[config.mk]
export PLATFORM = sky130hd
export DESIGN_NAME = enigma_m3_cipher_flat
export DESIGN_NICKNAME = d
export VERILOG_FILES = /design/src/sv/em3_pkg.sv /design/src/sv/em3_if.sv /design/src/sv/em3_cfg.sv /design/src/sv/em3_front.sv /design/src/sv/em3_fifo.sv /design/src/sv/em3_back.sv /design/src/sv/enigma_m3_cipher.sv /design/src/flat_wrapper.sv
export SDC_FILE = /design/constraint.sdc
export NUM_CORES = 2
export LEC_CHECK = 0
export ABC_CLOCK_PERIOD_IN_PS = 9450
export BUFFER_PORTS_ARGS = -buffer_cell sky130_fd_sc_hd__buf_2
export CORE_MARGIN = 4
export CORE_UTILIZATION = 25
export CTS_BUF_LIST = sky130_fd_sc_hd__clkbuf_16
export CTS_CLUSTER_SIZE = 8
export DETAILED_ROUTE_END_ITERATION = 12
export GPL_TIMING_DRIVEN = 0
export PLACE_DENSITY = 0.38
export SLEW_MARGIN = 5
export SYNTH_ARGS = -nofsm -noshare
export SYNTH_HDL_FRONTEND = slang
export SYNTH_SLANG_ARGS = --single-unit
[constraint.sdc]
create_clock -name clk -period 9.45 [get_ports clk]
set_input_delay 1.4175 -clock clk [delete_from_list [all_inputs] [get_ports clk]]
set_output_delay 1.4175 -clock clk [all_outputs]
set_load 0.01 [all_outputs]
[src/sv/em3_pkg.sv]
package em3_pkg;

  localparam int ALPHA = 26;
  localparam int NROTOR = 5;
  localparam int NSTAGE = 7;
  localparam int QDEPTH = 2;
  localparam int QPTR_W = $clog2(QDEPTH);
  localparam int QCNT_W = $clog2(QDEPTH + 1);
  localparam int CFG_IDX_W = 3;
  localparam int CFG_DATA_W = 15;

  // exact reciprocals for 15-bit / 676 and 10-bit / 26
  localparam int RECIP_676 = 24819;
  localparam int RECIP_676_SH = 24;
  localparam int RECIP_26 = 2521;
  localparam int RECIP_26_SH = 16;

  typedef logic [4:0] em3_letter_t;
  typedef logic [2:0] em3_sel_t;
  typedef logic [2:0][4:0] em3_triple_t;
  typedef logic [2:0][2:0] em3_rotsel_t;

  typedef enum logic [CFG_IDX_W-1:0] {
    REG_ROTOR_LEFT   = 3'd0,
    REG_ROTOR_MIDDLE = 3'd1,
    REG_ROTOR_RIGHT  = 3'd2,
    REG_RING         = 3'd3,
    REG_START        = 3'd4
  } em3_reg_t;

  typedef struct packed {
    em3_rotsel_t rot;
    em3_triple_t ring;
    em3_triple_t start;
    logic        busy;
  } em3_cfg_t;

  typedef struct packed {
    em3_letter_t letter;
    logic        bad;
    em3_rotsel_t rot;
    em3_triple_t shift;
  } em3_job_t;

  localparam logic [ALPHA*8-1:0] WIRING [NROTOR] = '{
    "EKMFLGDQVZNTOWYHXUSPAIBRCJ",
    "AJDKSIRUXBLHWTMCQGZNPYFVOE",
    "BDFHJLCPRTXVZNYEIWGAKMUSQO",
    "ESOVPZJAYQUIRHXLNFTGKDCMWB",
    "VZBRGITYUPSDNHLXAWMJQOFECK"
  };
  localparam logic [ALPHA*8-1:0] REFLECTOR_B = "YRUHQSLDPXNGOKMIEBFZCWVJAT";
  localparam em3_letter_t NOTCH [NROTOR] = '{5'd16, 5'd4, 5'd21, 5'd9, 5'd25};
  localparam em3_letter_t LAST_LETTER = 5'(ALPHA - 1);
  localparam em3_sel_t LAST_ROTOR = 3'(NROTOR - 1);

  function automatic em3_letter_t code_of(logic [7:0] ch);
    return ch[4:0] - 5'd1;
  endfunction

  function automatic em3_letter_t add_mod(em3_letter_t a, em3_letter_t b);
    logic [5:0] s;
    s = {1'b0, a} + {1'b0, b};
    if (s >= 6'(ALPHA)) begin
      s = s - 6'(ALPHA);
    end
    return s[4:0];
  endfunction

  function automatic em3_letter_t sub_mod(em3_letter_t a, em3_letter_t b);
    logic [5:0] d;
    if (a >= b) begin
      d = {1'b0, a} - {1'b0, b};
    end else begin
      d = {1'b0, a} + 6'(ALPHA) - {1'b0, b};
    end
    return d[4:0];
  endfunction

  function automatic em3_sel_t clamp_rotor(em3_sel_t sel);
    return (sel > LAST_ROTOR) ? LAST_ROTOR : sel;
  endfunction

  function automatic em3_letter_t wire_fwd(em3_sel_t rot, em3_letter_t x);
    em3_letter_t r;
    r = '0;
    for (int i = 0; i < ALPHA; i++) begin
      if (x == 5'(i)) begin
        r = code_of(WIRING[rot][8*(ALPHA-1-i) +: 8]);
      end
    end
    return r;
  endfunction

  function automatic em3_letter_t wire_back(em3_sel_t rot, em3_letter_t x);
    em3_letter_t r;
    r = '0;
    for (int i = 0; i < ALPHA; i++) begin
      if (code_of(WIRING[rot][8*(ALPHA-1-i) +: 8]) == x) begin
        r = 5'(i);
      end
    end
    return r;
  endfunction

  function automatic em3_letter_t reflect(em3_letter_t x);
    em3_letter_t r;
    r = '0;
    for (int i = 0; i < ALPHA; i++) begin
      if (x == 5'(i)) begin
        r = code_of(REFLECTOR_B[8*(ALPHA-1-i) +: 8]);
      end
    end
    return r;
  endfunction

endpackage

[src/sv/em3_if.sv]
interface em3_in_if import em3_pkg::*; ();
  logic        valid;
  logic        ready;
  em3_letter_t letter_in;
  logic        message_start;

  modport source (output valid, letter_in, message_start, input ready);
  modport sink (input valid, letter_in, message_start, output ready);
endinterface

interface em3_out_if import em3_pkg::*; ();
  logic        valid;
  logic        ready;
  em3_letter_t letter_out;
  logic        bad_letter;

  modport source (output valid, letter_out, bad_letter, input ready);
  modport sink (input valid, letter_out, bad_letter, output ready);
endinterface

interface em3_cfg_if import em3_pkg::*; ();
  logic                  valid;
  logic                  ready;
  logic [CFG_IDX_W-1:0]  index;
  logic [CFG_DATA_W-1:0] data;

  modport source (output valid, index, data, input ready);
  modport sink (input valid, index, data, output ready);
endinterface

[src/sv/em3_cfg.sv]
module em3_cfg import em3_pkg::*; (
  input  logic      clk,
  input  logic      rst_n,
  em3_cfg_if.sink   cfg,
  output em3_cfg_t  conf
);

  em3_rotsel_t           rot_r;
  em3_triple_t           ring_r;
  em3_triple_t           start_r;

  logic                  p0_vld_r, p1_vld_r, p2_vld_r, p3_vld_r;
  logic                  p0_tag_r, p1_tag_r, p2_tag_r, p3_tag_r;
  logic [CFG_DATA_W-1:0] p0_v_r, p1_v_r;
  logic [5:0]            p1_q_r;
  em3_letter_t           p2_left_r, p3_left_r;
  logic [9:0]            p2_rem_r, p3_rem_r;
  em3_letter_t           p3_mid_r;

  logic                  wr;
  logic [29:0]           q_prod;
  logic [5:0]            q_left;
  logic [CFG_DATA_W-1:0] q_back;
  logic [CFG_DATA_W-1:0] rem_full;
  logic [21:0]           m_prod;
  logic [9:0]            m_back;
  logic [9:0]            right_full;

  assign cfg.ready = 1'b1;
  assign wr = cfg.valid && cfg.ready;

  assign q_prod = 30'(p0_v_r) * 30'(RECIP_676);
  assign q_left = (p1_q_r >= 6'(ALPHA)) ? p1_q_r - 6'(ALPHA) : p1_q_r;
  assign q_back = CFG_DATA_W'(p1_q_r) * CFG_DATA_W'(ALPHA * ALPHA);
  assign rem_full = p1_v_r - q_back;
  assign m_prod = 22'(p2_rem_r) * 22'(RECIP_26);
  assign m_back = 10'(p3_mid_r) * 10'(ALPHA);
  assign right_full = p3_rem_r - m_back;

  always_ff @(posedge clk) begin
    if (!rst_n) begin
      rot_r[0] <= 3'd0;
      rot_r[1] <= 3'd1;
      rot_r[2] <= 3'd2;
      ring_r   <= '0;
      start_r  <= '0;
      p0_vld_r <= 1'b0;
      p1_vld_r <= 1'b0;
      p2_vld_r <= 1'b0;
      p3_vld_r <= 1'b0;
    end else begin
      if (wr) begin
        case (cfg.index)
          REG_ROTOR_LEFT:   rot_r[0] <= cfg.data[2:0];
          REG_ROTOR_MIDDLE: rot_r[1] <= cfg.data[2:0];
          REG_ROTOR_RIGHT:  rot_r[2] <= cfg.data[2:0];
          default: ;
        endcase
      end
      p0_vld_r <= wr && (cfg.index == REG_RING || cfg.index == REG_START);
      p1_vld_r <= p0_vld_r;
      p2_vld_r <= p1_vld_r;
      p3_vld_r <= p2_vld_r;
      if (p3_vld_r) begin
        if (p3_tag_r) begin
          start_r[0] <= p3_left_r;
          start_r[1] <= p3_mid_r;
          start_r[2] <= right_full[4:0];
        end else begin
          ring_r[0] <= p3_left_r;
          ring_r[1] <= p3_mid_r;
          ring_r[2] <= right_full[4:0];
        end
      end
    end
  end

  always_ff @(posedge clk) begin
    p0_tag_r  <= (cfg.index == REG_START);
    p0_v_r    <= cfg.data;
    p1_tag_r  <= p0_tag_r;
    p1_v_r    <= p0_v_r;
    p1_q_r    <= q_prod[RECIP_676_SH +: 6];
    p2_tag_r  <= p1_tag_r;
    p2_left_r <= q_left[4:0];
    p2_rem_r  <= rem_full[9:0];
    p3_tag_r  <= p2_tag_r;
    p3_left_r <= p2_left_r;
    p3_rem_r  <= p2_rem_r;
    p3_mid_r  <= m_prod[RECIP_26_SH +: 5];
  end

  always_comb begin
    conf.rot[0] = clamp_rotor(rot_r[0]);
    conf.rot[1] = clamp_rotor(rot_r[1]);
    conf.rot[2] = clamp_rotor(rot_r[2]);
    conf.ring   = ring_r;
    conf.start  = start_r;
    conf.busy   = p0_vld_r || p1_vld_r || p2_vld_r || p3_vld_r;
  end

endmodule

[src/sv/em3_front.sv]
module em3_front import em3_pkg::*; (
  input  logic     clk,
  input  logic     rst_n,
  em3_in_if.sink   in_ch,
  input  em3_cfg_t conf,
  output logic     push_valid,
  input  logic     push_ready,
  output em3_job_t push_job
);

  em3_triple_t pos_r;
  em3_triple_t pos_nxt;
  em3_triple_t base;
  em3_triple_t stepped;
  logic        bad;
  logic        step_left;
  logic        step_mid;
  logic        take;

  assign in_ch.ready = push_ready && !conf.busy;
  assign push_valid  = in_ch.valid && !conf.busy;
  assign take        = in_ch.valid && in_ch.ready;

  always_comb begin
    base       = in_ch.message_start ? conf.start : pos_r;
    bad        = in_ch.letter_in > LAST_LETTER;
    step_left  = base[1] == NOTCH[conf.rot[1]];
    step_mid   = (base[2] == NOTCH[conf.rot[2]]) || step_left;
    stepped[2] = add_mod(base[2], 5'd1);
    stepped[1] = step_mid ? add_mod(base[1], 5'd1) : base[1];
    stepped[0] = step_left ? add_mod(base[0], 5'd1) : base[0];
    pos_nxt    = bad ? base : stepped;

    push_job.letter = in_ch.letter_in;
    push_job.bad    = bad;
    push_job.rot    = conf.rot;
    for (int i = 0; i < 3; i++) begin
      push_job.shift[i] = sub_mod(stepped[i], conf.ring[i]);
    end
  end

  always_ff @(posedge clk) begin
    if (!rst_n) begin
      pos_r <= '0;
    end else if (take) begin
      pos_r <= pos_nxt;
    end
  end

endmodule

[src/sv/em3_fifo.sv]
module em3_fifo import em3_pkg::*; (
  input  logic     clk,
  input  logic     rst_n,
  input  logic     push_valid,
  output logic     push_ready,
  input  em3_job_t push_job,
  output logic     pop_valid,
  input  logic     pop_ready,
  output em3_job_t pop_job
);

  em3_job_t          mem_r [QDEPTH];
  logic [QPTR_W-1:0] wr_ptr_r;
  logic [QPTR_W-1:0] rd_ptr_r;
  logic [QCNT_W-1:0] cnt_r;
  logic              do_push;
  logic              do_pop;

  assign push_ready = cnt_r != QCNT_W'(QDEPTH);
  assign pop_valid  = cnt_r != '0;
  assign pop_job    = mem_r[rd_ptr_r];
  assign do_push    = push_valid && push_ready;
  assign do_pop     = pop_valid && pop_ready;

  always_ff @(posedge clk) begin
    if (!rst_n) begin
      wr_ptr_r <= '0;
      rd_ptr_r <= '0;
      cnt_r    <= '0;
    end else begin
      if (do_push) begin
        wr_ptr_r <= wr_ptr_r + 1'b1;
      end
      if (do_pop) begin
        rd_ptr_r <= rd_ptr_r + 1'b1;
      end
      if (do_push && !do_pop) begin
        cnt_r <= cnt_r + 1'b1;
      end else if (do_pop && !do_push) begin
        cnt_r <= cnt_r - 1'b1;
      end
    end
  end

  always_ff @(posedge clk) begin
    if (do_push) begin
      mem_r[wr_ptr_r] <= push_job;
    end
  end

endmodule

[src/sv/em3_back.sv]
module em3_back import em3_pkg::*; (
  input  logic     clk,
  input  logic     rst_n,
  input  logic     pop_valid,
  output logic     pop_ready,
  input  em3_job_t pop_job,
  em3_out_if.source out_ch
);

  logic        vld_r [NSTAGE];
  em3_job_t    job_r [NSTAGE];
  em3_letter_t val_r [NSTAGE];

  logic        src_vld [NSTAGE];
  em3_job_t    src_job [NSTAGE];
  em3_letter_t src_val [NSTAGE];
  em3_letter_t new_val [NSTAGE];
  logic        advance;

  function automatic em3_letter_t rotor_fwd(em3_sel_t rot, em3_letter_t s, em3_letter_t v);
    return sub_mod(wire_fwd(rot, add_mod(v, s)), s);
  endfunction

  function automatic em3_letter_t rotor_back(em3_sel_t rot, em3_letter_t s, em3_letter_t v);
    return sub_mod(wire_back(rot, add_mod(v, s)), s);
  endfunction

  function automatic em3_letter_t pass(int k, em3_job_t j, em3_letter_t v);
    em3_letter_t r;
    case (k)
      0:       r = rotor_fwd(j.rot[2], j.shift[2], v);
      1:       r = rotor_fwd(j.rot[1], j.shift[1], v);
      2:       r = rotor_fwd(j.rot[0], j.shift[0], v);
      3:       r = reflect(v);
      4:       r = rotor_back(j.rot[0], j.shift[0], v);
      5:       r = rotor_back(j.rot[1], j.shift[1], v);
      6:       r = rotor_back(j.rot[2], j.shift[2], v);
      default: r = v;
    endcase
    return r;
  endfunction

  assign advance   = !vld_r[NSTAGE-1] || out_ch.ready;
  assign pop_ready = advance;

  always_comb begin
    src_vld[0] = pop_valid;
    src_job[0] = pop_job;
    src_val[0] = pop_job.letter;
    for (int k = 1; k < NSTAGE; k++) begin
      src_vld[k] = vld_r[k-1];
      src_job[k] = job_r[k-1];
      src_val[k] = val_r[k-1];
    end
    for (int k = 0; k < NSTAGE; k++) begin
      new_val[k] = pass(k, src_job[k], src_val[k]);
    end
  end

  always_ff @(posedge clk) begin
    if (!rst_n) begin
      for (int k = 0; k < NSTAGE; k++) begin
        vld_r[k] <= 1'b0;
      end
    end else if (advance) begin
      for (int k = 0; k < NSTAGE; k++) begin
        vld_r[k] <= src_vld[k];
      end
    end
  end

  always_ff @(posedge clk) begin
    if (advance) begin
      for (int k = 0; k < NSTAGE; k++) begin
        job_r[k] <= src_job[k];
        val_r[k] <= new_val[k];
      end
    end
  end

  assign out_ch.valid      = vld_r[NSTAGE-1];
  assign out_ch.bad_letter = job_r[NSTAGE-1].bad;
  assign out_ch.letter_out = job_r[NSTAGE-1].bad ? job_r[NSTAGE-1].letter : val_r[NSTAGE-1];

endmodule

[src/sv/enigma_m3_cipher.sv]
// Enigma M3 letter cipher with reflector B and no plugboard. One letter word is taken per clock
// while the queue has room and no ring or start write is unpacking, and one result word leaves
// per clock when the output is not stalled; each result passes a two-entry queue and then the
// seven-pass rotor and reflector pipeline. The front steps the rotor positions as each letter
// is taken, so a new letter may follow in the very next cycle. A write to ring_settings or
// start_positions is split into digits by a four-stage unpacker, and in_ready stays low while
// the unpacker holds it. Rotor selectors above four pick rotor V; letters above Z are echoed
// with bad_letter set and do not step the rotors, although message_start still reloads them.
module enigma_m3_cipher import em3_pkg::*; (
  input  logic       clk,
  input  logic       rst_n,
  em3_in_if.sink     in_chan,
  em3_out_if.source  out_chan,
  em3_cfg_if.sink    cfg_chan
);

  em3_cfg_t conf;
  logic     push_valid;
  logic     push_ready;
  em3_job_t push_job;
  logic     pop_valid;
  logic     pop_ready;
  em3_job_t pop_job;

  em3_cfg u_cfg (
    .clk   (clk),
    .rst_n (rst_n),
    .cfg   (cfg_chan),
    .conf  (conf)
  );

  em3_front u_front (
    .clk        (clk),
    .rst_n      (rst_n),
    .in_ch      (in_chan),
    .conf       (conf),
    .push_valid (push_valid),
    .push_ready (push_ready),
    .push_job   (push_job)
  );

  em3_fifo u_fifo (
    .clk        (clk),
    .rst_n      (rst_n),
    .push_valid (push_valid),
    .push_ready (push_ready),
    .push_job   (push_job),
    .pop_valid  (pop_valid),
    .pop_ready  (pop_ready),
    .pop_job    (pop_job)
  );

  em3_back u_back (
    .clk       (clk),
    .rst_n     (rst_n),
    .pop_valid (pop_valid),
    .pop_ready (pop_ready),
    .pop_job   (pop_job),
    .out_ch    (out_chan)
  );

`ifndef NO_ASSERTIONS
  a_bad_echo: assert property (@(posedge clk) disable iff (!rst_n)
    out_chan.valid && out_chan.bad_letter |-> out_chan.letter_out > LAST_LETTER)
    else $error("flagged word carries a valid letter");

  a_good_range: assert property (@(posedge clk) disable iff (!rst_n)
    out_chan.valid && !out_chan.bad_letter |-> out_chan.letter_out <= LAST_LETTER)
    else $error("enciphered letter out of range");

  a_no_take_busy: assert property (@(posedge clk) disable iff (!rst_n)
    in_chan.valid && in_chan.ready |-> !conf.busy)
    else $error("letter taken while settings unpack");

  a_reset_quiet: assert property (@(posedge clk)
    rst_n && $past(!rst_n) |-> !out_chan.valid)
    else $error("result word right after reset");
`endif

endmodule
[src/flat_wrapper.sv]
// flat-port wrapper written by rule: the top's interface ports become plain ports
module enigma_m3_cipher_flat import em3_pkg::*;
  (clk, rst_n, in_chan_valid, in_chan_letter_in, in_chan_message_start, in_chan_ready, out_chan_valid, out_chan_letter_out, out_chan_bad_letter, out_chan_ready, cfg_chan_valid, cfg_chan_index, cfg_chan_data, cfg_chan_ready);
  em3_in_if in_chan_i ();
  em3_out_if out_chan_i ();
  em3_cfg_if cfg_chan_i ();
  input  logic clk;
  input  logic rst_n;
  input wire logic [$bits(in_chan_i.valid)-1:0] in_chan_valid;
  input wire logic [$bits(in_chan_i.letter_in)-1:0] in_chan_letter_in;
  input wire logic [$bits(in_chan_i.message_start)-1:0] in_chan_message_start;
  output wire logic [$bits(in_chan_i.ready)-1:0] in_chan_ready;
  output wire logic [$bits(out_chan_i.valid)-1:0] out_chan_valid;
  output wire logic [$bits(out_chan_i.letter_out)-1:0] out_chan_letter_out;
  output wire logic [$bits(out_chan_i.bad_letter)-1:0] out_chan_bad_letter;
  input wire logic [$bits(out_chan_i.ready)-1:0] out_chan_ready;
  input wire logic [$bits(cfg_chan_i.valid)-1:0] cfg_chan_valid;
  input wire logic [$bits(cfg_chan_i.index)-1:0] cfg_chan_index;
  input wire logic [$bits(cfg_chan_i.data)-1:0] cfg_chan_data;
  output wire logic [$bits(cfg_chan_i.ready)-1:0] cfg_chan_ready;
  assign in_chan_i.valid = in_chan_valid;
  assign in_chan_i.letter_in = in_chan_letter_in;
  assign in_chan_i.message_start = in_chan_message_start;
  assign in_chan_ready = in_chan_i.ready;
  assign out_chan_valid = out_chan_i.valid;
  assign out_chan_letter_out = out_chan_i.letter_out;
  assign out_chan_bad_letter = out_chan_i.bad_letter;
  assign out_chan_i.ready = out_chan_ready;
  assign cfg_chan_i.valid = cfg_chan_valid;
  assign cfg_chan_i.index = cfg_chan_index;
  assign cfg_chan_i.data = cfg_chan_data;
  assign cfg_chan_ready = cfg_chan_i.ready;
  enigma_m3_cipher u_core (.clk(clk), .rst_n(rst_n), .in_chan(in_chan_i), .out_chan(out_chan_i), .cfg_chan(cfg_chan_i));
endmodule
==> impl_metrics.yaml <==
placement:
  hpwl_microns: 106000
  buffer_ports.inserted: 34
  gp_congestion: 0.899
  dp.cells: 7022
clock_network:
  cts.repair.resized: 0
  h-tree-depth: 2
  ctsHoldBuffers: 0
  cts_tree: "yes"
  postCtsSetupRepairBufs: 0
  clkSinkCount: 392
  numCtsBuffers: 56
  cts_max_path_buffers: 3
  ctsRootBufferMaster: "clkbuf_16"
  clkLatencyLatePin_ps: 630
  clkTransAtPathRegs_ps: 50
logic_synthesis:
  synthFlopType: "edfxtp_1"
  yosysWarnings: 0
  syn_inst: 4780
  synth-seq-cells: 392
  synth-edff-count: 259
  synthTopCellsByCount: "ha_1 (534), inv_1 (424), xnor2_1 (423)"
  yosys.area.top_type: "edfxtp_1"
  ys_types: 122
  synth_top_area_share_pct: 18.4
  seq_area_frac_synth_pct: 24.7
  yosysMostFrequentCell: "ha_1"
  syn_avg_cell_area_sq_um: 8.84
  syn-cell-area_sq_um: 42300
  synth_area_leaders: "edfxtp_1 (18%), ha_1 (16%), xnor2_1 (8.8%)"
  async_flop_share_pct: 0
  synth_nets: 5471
floorplan:
  core-area_sq_um: 168000
  initial_utilization_pct: 25.2
  ios: 38
  die_area_sq_um: 176000
  die_w_microns: 419
  num_rows: 150
  die_y_microns: 419
job:
  maxCapViolations: 0
grt:
  grt_overflow_total: 0
  grt_pass1_vias: 35000
  grt_max_degree: 106
  grt_pass1_wl_microns: 213000
  grt.total_usage_pct: 15.2
  grt_antenna_before_repair: 2
drt:
  drc: 0
  wirelength_microns: 137000
  routed_via_density: 4.99
  drtIter0Drc: 2935
  ant_nets: 0
  avgRoutedWirePerCell_microns: 19.2
  drtPass1Iterations: 8
  vias: 35500
sta:
  fin_crit_sh_pct: 91.3
  slew_viol_final: 0
  fmax_mhz: 116
  setup_viol: 0
  rsz0062_at_grt: "no"
  maxSlewHeadroom_pct: 12.2
  fin_skew_ps: 48.5
  hold_violations: 0
  tightestPinTransition_ps: 1310
  period_needed_ps: 8630
critical_path:
  cp-end-kind: "flop"
  crit_required_ps: 9780
  crit_fanout: 10
  critPathKind: "flop to flop"
  worstSetupStartpointType: "flop"
  cp_data_arrival_time_ps: 8970
hold_path:
  min_path_type: "flop to flop"
cells_and_area:
  diodes: 0
  area_delta_synth_final_pct: 11.0
  stdcell_count: 7106
  drive_gt1_share_pct: 5.75
  nNetsFinal: 5567
run_status:
  outcome: "finished clean"
## critical path: stages, from the launching register on
cell and delay (ps):
dfxtp_1 380, buf_1 660, clkbuf_1 630, mux2_2 470, ha_1 250, fa_1 460
a21o_1 190, a21oi_1 260, xor2_1 320, a21o_1 230, nand3_1 270, xnor2_1 800
clkbuf_1 560, buf_1 460, a21oi_1 140, o221ai_1 300, o211ai_1 190, ha_1 410
inv_1 150, o21ai_0 160, a31oi_1 190, nor2_1 50, o21ai_0 160, nand2b_1 190
o311ai_0 140, o21ai_0 170, xnor2_1 160
## layout by cell type, fill, tap and decap left out, types with 64 or more instances in the layout
cell type	synthesis	layout
nor2b_1	66	66
nor2_1	287	286
dfxtp_1	133	133
clkbuf_1	169	169
nand2b_1	68	68
fa_1	128	128
nand3_1	108	108
ha_1	534	534
o21ai_0	238	238
buf_2	30	64
inv_1	424	444
edfxtp_1	259	259
xor2_1	102	102
nor3_1	122	122
a21oi_1	241	241
xnor2_1	423	423
nand2_1	365	365
## flip-flops by register name, indices dropped and copies added (netlist names), 6 cells and up, named ones only
register and count:
u_core.u_back.job_r 162, u_core.u_back.val_r 35, u_core.u_back.vld_r 7, u_core.u_cfg.conf 30
u_core.u_cfg.p0_v_r 15, u_core.u_cfg.p1_q_r 6, u_core.u_cfg.p1_v_r 10, u_core.u_cfg.p2_rem_r 10
u_core.u_cfg.rot_r 9, u_core.u_fifo.mem_r 60, u_core.u_front.pos_r 15
## layout make-up
| type | count | area (sq um) |
|---|---|---|
| Buffer | 221 | 946 |
| Clock buffer | 56 | 1400 |
| Clock inverter | 28 | 216 |
| Fill cell | 17900 | 121000 |
| Inverter | 445 | 1680 |
| Multi-Input combinational cell | 3722 | 29200 |
| Sequential cell | 392 | 10400 |
| Tap cell | 2204 | 2760 |
| Timing Repair Buffer | 38 | 253 |
## per-layer routing
metal | part of all wire [%] | global-route usage [%]
met5 | 0 | 0
met4 | 1.8 | 2.85
met3 | 4.7 | 1.36
met2 | 46 | 25.2
met1 | 47 | 21.5
## final timing paths
path              depth (start not counted)  slack [ps]                            from                             endpoint
setup / recovery                         26         820                            flop  u_core.u_back.val_r[0][4]$_DFFE_PN_
hold reg to reg                           0         320  u_core.u_cfg.p1_v_r[0]$_DFF_P_     u_core.u_cfg.p2_rem_r[0]$_DFF_P_
setup reg to reg                         26         820                            flop  u_core.u_back.val_r[0][4]$_DFFE_PN_
hold / removal                            0         320  u_core.u_cfg.p1_v_r[0]$_DFF_P_     u_core.u_cfg.p2_rem_r[0]$_DFF_P_
## logic make-up after synthesis
family	share of synthesized area [%]
compound gates	18.1
xor+xnor	11.5
fa+ha+maj	21.9
buf+inv	6.19
flops	24.7
mux	2.68
other cells	0.00887
simple gates	14.9
## stage by stage
| step | hold slack (ps) | setup TNS, ps | util (%) | instance area (sq um) | setup WS [ps] |
|---|---|---|---|---|---|
| detailed placement | 313 | 0 | 27.0 | 45300 | 789 |
| finish | 318 | 0 | 28.0 | 46900 | 820 |
| CTS | 316 | 0 | 28.0 | 46900 | 776 |
| floorplan | 310 | 0 | - | 42300 | 1910 |
| global route | 323 | 0 | 28.0 | 46900 | 107 |
| global placement | 313 | -3300 | 27.0 | 45200 | -1080 |
Power is not shown: default switching activity piles up to over one toggle a cycle in this logic, so the estimate is an artifact.
